### config.mk
export PLATFORM = sky130hd
export DESIGN_NAME = rbb_ctrl
export DESIGN_NICKNAME = d
export VERILOG_FILES = /design/src/rtl/rbb_pkg.sv /design/src/rtl/rbb_ctrl.sv
export SDC_FILE = /design/constraint.sdc
export NUM_CORES = 1
export LEC_CHECK = 0
export BUFFER_PORTS_ARGS = -buffer_cell sky130_fd_sc_hd__buf_2
export CAP_MARGIN = 10
export CORE_AREA = 2 2 39 41
export CTS_CLUSTER_SIZE = 25
export DETAILED_ROUTE_END_ITERATION = 16
export DIE_AREA = 0 0 41 43
export GPL_TIMING_DRIVEN = 1
export RECOVER_POWER = 25
export SETUP_SLACK_MARGIN = 0.3
export SYNTH_ARGS = -nofsm -noshare
export SYNTH_HDL_FRONTEND = slang
export SYNTH_SLANG_ARGS = --single-unit
### constraint.sdc
create_clock -name aclk -period 1.7 [get_ports aclk]
set_input_delay 0.34 -clock aclk [delete_from_list [all_inputs] [get_ports aclk]]
set_output_delay 0.34 -clock aclk [all_outputs]
set_load 0.05 [all_outputs]
### src/rtl/rbb_pkg.sv
package rbb_pkg;

    localparam int DEF_MAX_WIDTH  = 1024;
    localparam int DEF_MAX_HEIGHT = 1024;
    localparam int DEF_MAX_RADIUS = 15;

    localparam int CHANNELS  = 3;
    localparam int PIX_W     = 8;
    localparam int OPOS_W    = 10;
    localparam int CFG_IDX_W = 2;
    localparam int CFG_DAT_W = 11;
    localparam int IN_TDATA_W  = 24;
    localparam int OUT_TDATA_W = 48;

    // quotient bits: the mean never exceeds one pixel value
    localparam int DIV_STEPS = PIX_W;
    localparam int STEP_W    = $clog2(DIV_STEPS);

    // configuration register indexes
    localparam logic [CFG_IDX_W-1:0] REG_RADIUS = 2'd0;
    localparam logic [CFG_IDX_W-1:0] REG_WIDTH  = 2'd1;
    localparam logic [CFG_IDX_W-1:0] REG_HEIGHT = 2'd2;

    localparam logic [3:0]           RADIUS_RST = 4'd1;
    localparam logic [CFG_DAT_W-1:0] WIDTH_RST  = 11'd640;
    localparam logic [CFG_DAT_W-1:0] HEIGHT_RST = 11'd480;

    // controller to datapath
    typedef struct packed {
        logic              load;      // take input beat, latch position
        logic              update;    // sums update, RAM writes, advance
        logic              div_step;  // one restoring division step
        logic [STEP_W-1:0] step;
        logic              out_load;  // move quotients to output register
    } ctrl_cmd_t;

    // datapath to controller
    typedef struct packed {
        logic produce;
        logic out_free;
    } dp_sts_t;

endpackage

### src/rtl/rbb_ctrl.sv
module rbb_ctrl (
    input  logic               aclk,
    input  logic               aresetn,
    input  logic               s_tvalid,
    output logic               s_tready,
    input  rbb_pkg::dp_sts_t   sts,
    output rbb_pkg::ctrl_cmd_t cmd
);

    typedef enum logic [1:0] {S_IDLE, S_CALC, S_DIV, S_OUT} state_t;

    state_t                     state_reg, state_next;
    logic [rbb_pkg::STEP_W-1:0] step_reg, step_next;

    // next state and step count
    always_comb begin
        state_next = state_reg;
        step_next  = step_reg;
        unique case (state_reg)
            S_IDLE: begin
                if (s_tvalid) state_next = S_CALC;
            end
            S_CALC: begin
                step_next  = '0;
                state_next = sts.produce ? S_DIV : S_IDLE;
            end
            S_DIV: begin
                step_next = step_reg + 1'b1;
                if (step_reg == rbb_pkg::STEP_W'(rbb_pkg::DIV_STEPS - 1)) state_next = S_OUT;
            end
            S_OUT: begin
                if (sts.out_free) state_next = S_IDLE;
            end
            default: state_next = S_IDLE;
        endcase
    end

    always_ff @(posedge aclk) begin
        if (!aresetn) begin
            state_reg <= S_IDLE;
            step_reg  <= '0;
        end else begin
            state_reg <= state_next;
            step_reg  <= step_next;
        end
    end

    // commands decoded from state
    assign s_tready     = (state_reg == S_IDLE);
    assign cmd.load     = (state_reg == S_IDLE) && s_tvalid;
    assign cmd.update   = (state_reg == S_CALC);
    assign cmd.div_step = (state_reg == S_DIV);
    assign cmd.step     = step_reg;
    assign cmd.out_load = (state_reg == S_OUT) && sts.out_free;

    a_load_then_calc: assert property (@(posedge aclk) disable iff (!aresetn)
        cmd.load |=> cmd.update)
        else $error("accepted beat not followed by update");

    a_div_steps: assert property (@(posedge aclk) disable iff (!aresetn)
        (cmd.div_step && step_reg != rbb_pkg::STEP_W'(rbb_pkg::DIV_STEPS - 1))
        |=> (cmd.div_step && step_reg == $past(step_reg) + 1'b1))
        else $error("division step sequence broken");

    a_no_accept_busy: assert property (@(posedge aclk) disable iff (!aresetn)
        (cmd.update || cmd.div_step) |-> !s_tready)
        else $error("input ready while a pixel is in work");

endmodule

### Yosys cells after proc, flatten, opt, wreduce, memory -nomap -nowiden

Index checks and enable logic that the tools add are counted.

| word-level totals | value |
|---|---|
| output and inout bits | 8 |
| bits of input ports | 5 |
| register bits after elaboration | 5 |
| word-level logic and storage cells | 21 |

| operators by class | value |
|---|---|
| equal/unequal tests | 7 |
| reductions and logical operators | 5 |
| mux-type cells | 6 |
| $add $sub $neg | 1 |

Operators with widths:

| kind | number |
|---|---|
| $mux 2 | 4 |
| $pmux 2 s4 | 1 |
| $pmux 3 s2 | 1 |
| $eq 2x2->1 const B | 2 |
| $ne 2x2->1 const B | 2 |
| $add 3x1->3 const B | 1 |
| $eq 3x3->1 const B | 1 |
| $reduce_and 3->1 | 1 |
| $eq 2x1->1 const B | 1 |
| $logic_and 1x1->1 | 2 |
| $logic_not 2->1 | 1 |
| $ne 2x1->1 const B | 1 |
| $reduce_bool 2->1 | 1 |

### Longest topological paths before layout

Gate-level depths: netlist of run 1.

| logic depth | value |
|---|---|
| word-level depth | 3 |
| mapped depth | 5 |
| mapped depth without buffers | 5 |

### Least setup slack after synthesis of run 1

No wires, ideal clock.

| timing | value |
|---|---|
| path kind | reg2out |
| from | register state_reg[0] |
| to | output cmd[6] (netlist name) |
| cell stages (with the launch flop) | 4 |
| required time | 1.360 ns |
| data arrival time | 1.436 ns |
| path slack | -0.076 ns |
| buffers on the path | 0 |
| cells stage by stage | dfxtp_1 inv_2 ha_1 and2_1 |

RTL lines:

| what | RTL line | text |
|---|---|---|
| from (decl) | rbb_ctrl.sv:12 | `state_t state_reg, state_next;` |
| from (signal assigned) | rbb_ctrl.sv:43 | `state_reg <= state_next;` |
| to (decl) | rbb_ctrl.sv:7 | `output rbb_pkg::ctrl_cmd_t cmd` |

==> summary.txt, run 1 <==
initial antenna violation count: 0
worst-path cell chain: inv_4, ha_4, and2_4, buf_8
count of different cell masters after synthesis: 15
most numerous cell in the Yosys netlist: ha_1
CTS Buffer Depth: 2
Post-Route WL: 652 µm
synth top area cells: dfxtp_1 (28%), ha_1 (21%), nor2b_4 (7.8%), nor4_4 (6.0%), mux2i_1 (5.7%)
Tot GR Track Use: 0.0894
register area: 110 µm²
H-tree depth: 1
Detail Route Antenna Nets: 0
run status: finished clean
Post-synth EDFFs: 0
global route total overflow: 0
Worst-Margin Slew: 0.254 ns
setup ws final: 0.280 ns
CTS tree: done
Req. time, crit path: 1.36 ns
I/O Pins: 13
dominant cell type by area after synthesis: dfxtp_1
design area: 527 µm²
CP max-delay cell: dfxtp_4
DR WL/cell: 9.88 µm
setup TNS: 0 ns
Final Cycle Share: 0.835
core region area: 1380 µm²
vias in the first global route: 262
most instantiated cells after synthesis: ha_1 (6), dfxtp_1 (5), and2_1 (3), nand3_1 (3)
filler instances: 147
mapped cell area: 353 µm²
register area share after synthesis: 0.284
Vias/cell: 4.47
NumNets Final: 62
CP peak stage delay: 0.37 ns
row count: 14
Place WS: 0.343 ns
Clk pin slew, worst setup/hold paths: 0.04 ns
antenna cells: 0
CTS Sinks: 5
CP Launch Type: flop
Pre-antenna DRT Iters: 4
yosys warns: 0
Initial Utilization: 0.255
critical path arrival: 1.08 ns
Fin. Hold Viols: 0
Post-Syn Nets: 44
largest net degree at the start of global routing: 7
Die Footprint: 1760 µm²
CTS Root Cell: clkbuf_4
Multi-input gate area: 265 µm²
dpl cells: 61
VDD IR max: 0.000305 V
ys flop type: dfxtp_1
critical path fanouts, max: 4
starting DRC count in detailed routing: 1
Syn Area/Cell: 10.7 µm²
RSZ-0062 raised after global routing: true
vias: 295
clock latency on the worst-skew pair: 0.25 ns
first-pass GRT wire length: 986 µm
Pins Over Slew Limit: 0
placed instance area: 443 µm²
layout cells sized above 1: 0.620
crit path time final: 1.42 ns
CP top delay family: flip-flops
Port Buf Inserts: 12
Cell Pwr Density: 787 nW/µm²
Area Overhead vs Synth: 49.3%
Synth top area share: 0.284
placer congestion estimate: 0.613
worst hold margin: 0.370 ns
CP bufs+invs: 2
f_max: 0.704 GHz
asr flop ratio synth: 0
max-cap violation count: 0
die span in y: 43 µm
Clock Skew: 0.00360 ns
Hold Crit Class: input port to flop
CP endpoint kind: primary output
Cells after Synth: 33
Slew HR: 0.832
cts bufs inserted: 3
Hold Buf Count CTS: 0
WS Path Type: flop to primary output
Pleak: 0.230 nW
final setup fails: 0
Layout Cells excl Fill: 66
Chip Width: 41 µm
register bit total from synthesis: 5
residual DRC count: 0
==> layer usage <==
layer	share of wire	track usage	vias up
met4	0.018	0.120	0
met2	0.46	0.109	13
li1	-	-	150
met1	0.48	0.106	130
met3	0.049	0.0157	2
met5	0	0	-
==> cell type report <==
| type | count | area share |
|---|---|---|
| multi-input cells | 26 | 0.504 |
| flip-flops and latches | 5 | 0.209 |
| repair buffers | 13 | 0.176 |
| clock buffers | 4 | 0.0499 |
| well taps | 16 | 0.0380 |
| inverters | 2 | 0.0238 |
==> layout by cell type (no fill, tap or decap), drive strengths merged <==
| cell type | netlist | layout |
|---|---|---|
| o311a | 1 | 1 |
| nor2b | 2 | 2 |
| clkbuf | 0 | 4 |
| a21boi | 2 | 2 |
| and2 | 3 | 3 |
| o31ai | 1 | 1 |
| nor4 | 1 | 1 |
| and2b | 1 | 1 |
| dfxtp | 5 | 5 |
| ha | 6 | 6 |
| buf | 0 | 13 |
| nand3 | 3 | 3 |
| inv | 2 | 2 |
| mux2i | 2 | 2 |
| nand2b | 2 | 2 |
| nand2 | 2 | 2 |
==> tightest hold or removal path, stage by stage <==
cell and delay [ns]:
buf_2 0.10, nand3_1 0.07, mux2i_1 0.06
==> power by group <==
part / internal [mW] / total, mW / switching [mW] / leakage, nW
clock network: 0.0888 / 0.139 / 0.0504 / 0.0150
registers: 0.122 / 0.129 / 0.00617 / 0.0430
logic: 0.0669 / 0.147 / 0.0798 / 0.172
total: 0.278 / 0.414 / 0.136 / 0.230
==> cells by family after synthesis <==
group,count (synthesis),synth area share
AOI/OAI and AO/OA,4,0.106
DFF,5,0.284
and+or+nand+nor,14,0.319
buffers and inverters,2,0.0213
adders and majority gates,6,0.213
muxes,2,0.0567
==> worst paths after layout <==
kind	slack, ns	to	cells after the start	startpoint
worst min-delay path	0.37	flop	3	sts[1]
worst min register to register	0.49	step_reg[2]	2	step_reg[2]
worst max register to register	0.41	flop	5	step_reg[0]
worst max-delay path	0.28	cmd[6]	4	flop
==> through the flow <==
| step | utilization | total power, mW |
|---|---|---|
| global route | 0.381 | 0.434 |
| detailed placement | 0.320 | 0.251 |
| finish | 0.381 | 0.414 |
| global placement | 0.320 | 0.250 |
| floorplan | - | 0.230 |
| CTS | 0.374 | 0.419 |
==> repair_timing <==
| item | in CTS | in global routing |
|---|---|---|
| resized for setup | 14 | 4 |
| setup endpoints to repair | 5 | 5 |
| gates cloned | 0 | 0 |
| setup buffers | 1 | 0 |
Power figures use the tool's default switching activity.
==> run 2: changes to the inputs <==
clock period = 1.4 ns   (was 1.7 ns; I/O delays follow)
==> run 2 against run 1 <==
Against the previous run:
- cell area rose by 22%
- first-iteration DRC count did not move
- cell count rose by 6.1%
- wire length rose by 14%
- via count rose by 4.4%
- highest routed layer is now met3
- sequential share of layout area fell by 2.8 points
- sequential power rose by 19%
- worst hold slack got worse by 0.048 ns
- critical path type unchanged
==> summary.txt, run 2 (same netlist as run 1, synthesis figures left out) <==
CTS tree: done
Req. time, crit path: 1.12 ns (-0.24 ns)
Final Cycle Share: 0.978
run status: finished clean
Hold Buf Count CTS: 0 (unchanged)
setup ws final: 0.0304 ns (-0.250 ns)
max-cap violation count: 0 (unchanged)
Hold Crit Class: input port to flop
Clock Skew: 0.00478 ns (+0.00118 ns)
Area Overhead vs Synth: 82.6%
WS Path Type: flop to primary output
vias: 308 (+4.4%)
cts bufs inserted: 3 (unchanged)
dpl cells: 61 (unchanged)
Core Util, Final: 0.466 (+0.0850)
H-tree depth: 1 (unchanged)
CP Launch Type: flop
clock latency on the worst-skew pair: 0.24 ns (about the same)
CTS Buffer Depth: 2 (unchanged)
Vias/cell: 4.40 (-1.6%)
core region area: 1380 µm² (unchanged)
NumNets Final: 66 (+6.5%)
Pins Over Slew Limit: 0 (unchanged)
Die Footprint: 1760 µm² (unchanged)
Chip Width: 41 µm (unchanged)
register area: 116 µm² (+5.7%)
post-DP HPWL: 539 µm
CP endpoint kind: primary output
layout cells sized above 1: 0.759 (+0.139)
filler instances: 133 (-9.5%)
Initial Utilization: 0.255 (unchanged)
Place WS: 0.144 ns (-0.199 ns)
I/O Pins: 13 (unchanged)
Layout Cells excl Fill: 70 (+6.1%)
Clk pin slew, worst setup/hold paths: 0.05 ns (about the same)
Worst-Margin Slew: 0.275 ns (+0.0209 ns)
Tot GR Track Use: 0.112 (+0.0221)
initial antenna violation count: 0 (unchanged)
crit path time final: 1.37 ns
Post-Route WL: 743 µm (+14%)
Slew HR: 0.817 (-0.0143)
residual DRC count: 0 (unchanged)
Pre-antenna DRT Iters: 2 (-2)
CTS Root Cell: clkbuf_4
critical path arrival: 1.09 ns (about the same)
most common cell after layout, fill and taps aside: buf_2
Pleak: 0.261 nW (+13%)
setup TNS: 0 ns (unchanged)
CTS Sinks: 5 (unchanged)
f_max: 0.730 GHz
global route total overflow: 0 (unchanged)
first-pass GRT wire length: 1260 µm (+27%)
vias in the first global route: 293 (+12%)
final setup fails: 0 (unchanged)
Port Buf Inserts: 12 (unchanged)
row count: 14 (unchanged)
antenna cells: 0 (unchanged)
commonest non-fill, non-tap cells in the layout: buf_2 (5), ha_4 (4), dfxtp_4 (4), buf_8 (4), buf_4 (4)
RSZ-0062 raised after global routing: true
DR WL/cell: 10.6 µm (+7.4%)
Multi-input gate area: 313 µm² (+18%)
Fin. Hold Viols: 0 (unchanged)
critical path fanouts, max: 4 (unchanged)
Detail Route Antenna Nets: 0 (unchanged)
largest net degree at the start of global routing: 7 (unchanged)
starting DRC count in detailed routing: 1 (unchanged)
die span in y: 43 µm (unchanged)
VDD IR max: 0.000406 V (+33%)
Cell Pwr Density: 818 nW/µm² (+3.9%)
placer congestion estimate: 0.607 (-1.0%)
[run 2: cell count changes in the layout (fill, tap and decap cells not counted), sizes merged]
cell and delta:
clkbuf +1, buf +3
[run 2: area by class of cell]
cell class	count	area share
multi-input cells	26	0.485
well taps	16	0.0311
flip-flops and latches	5	0.181
repair buffers	17	0.239
clock buffers	4	0.0408
inverters	2	0.0233
[run 2: through the flow]
step                      cell area (µm²)  power, mW  hold slack (ns)
final                                 644      0.527            0.322
after global routing                  644      0.563            0.332
after CTS                             622      0.529            0.314
after detailed placement              503      0.317            0.499
after global placement                503      0.316            0.500
after floorplan                       423      0.292            0.401
[run 2: worst paths after layout]
kind,to,slack [ns],from,cells after the start
setup reg to reg,flop,0.13,flop,5
hold reg to reg,step_reg[2],0.52,step_reg[2],2
setup / recovery,cmd[6],0.03,flop,4
hold / removal,flop,0.32,sts[1],3
[run 2: repair_timing]
item / in CTS / in global routing
gates resized for setup: 18 / 9
buffers inserted: 5 / 0
setup endpoints to repair: 10 / 11
pin swaps: 4 / 2
[run 2: worst max-delay path: stages (launching register included)]
cell and delay [ns]:
dfxtp_4 0.37, inv_4 0.05, ha_4 0.16, and2_4 0.13
buf_8 0.14
[run 2: where the power goes]
group | internal (mW) | switching, mW
Sequential | 0.145 | 0.00931
Combinational | 0.0979 | 0.106
Clock | 0.108 | 0.0611
Total | 0.351 | 0.176
[run 2: per-layer routing]
metal / share of wire / GRT usage
met1: 0.40 / 0.135
met2: 0.53 / 0.159
met3: 0.070 / 0.0314
met4: 0 / 0.0800
met5: 0 / 0
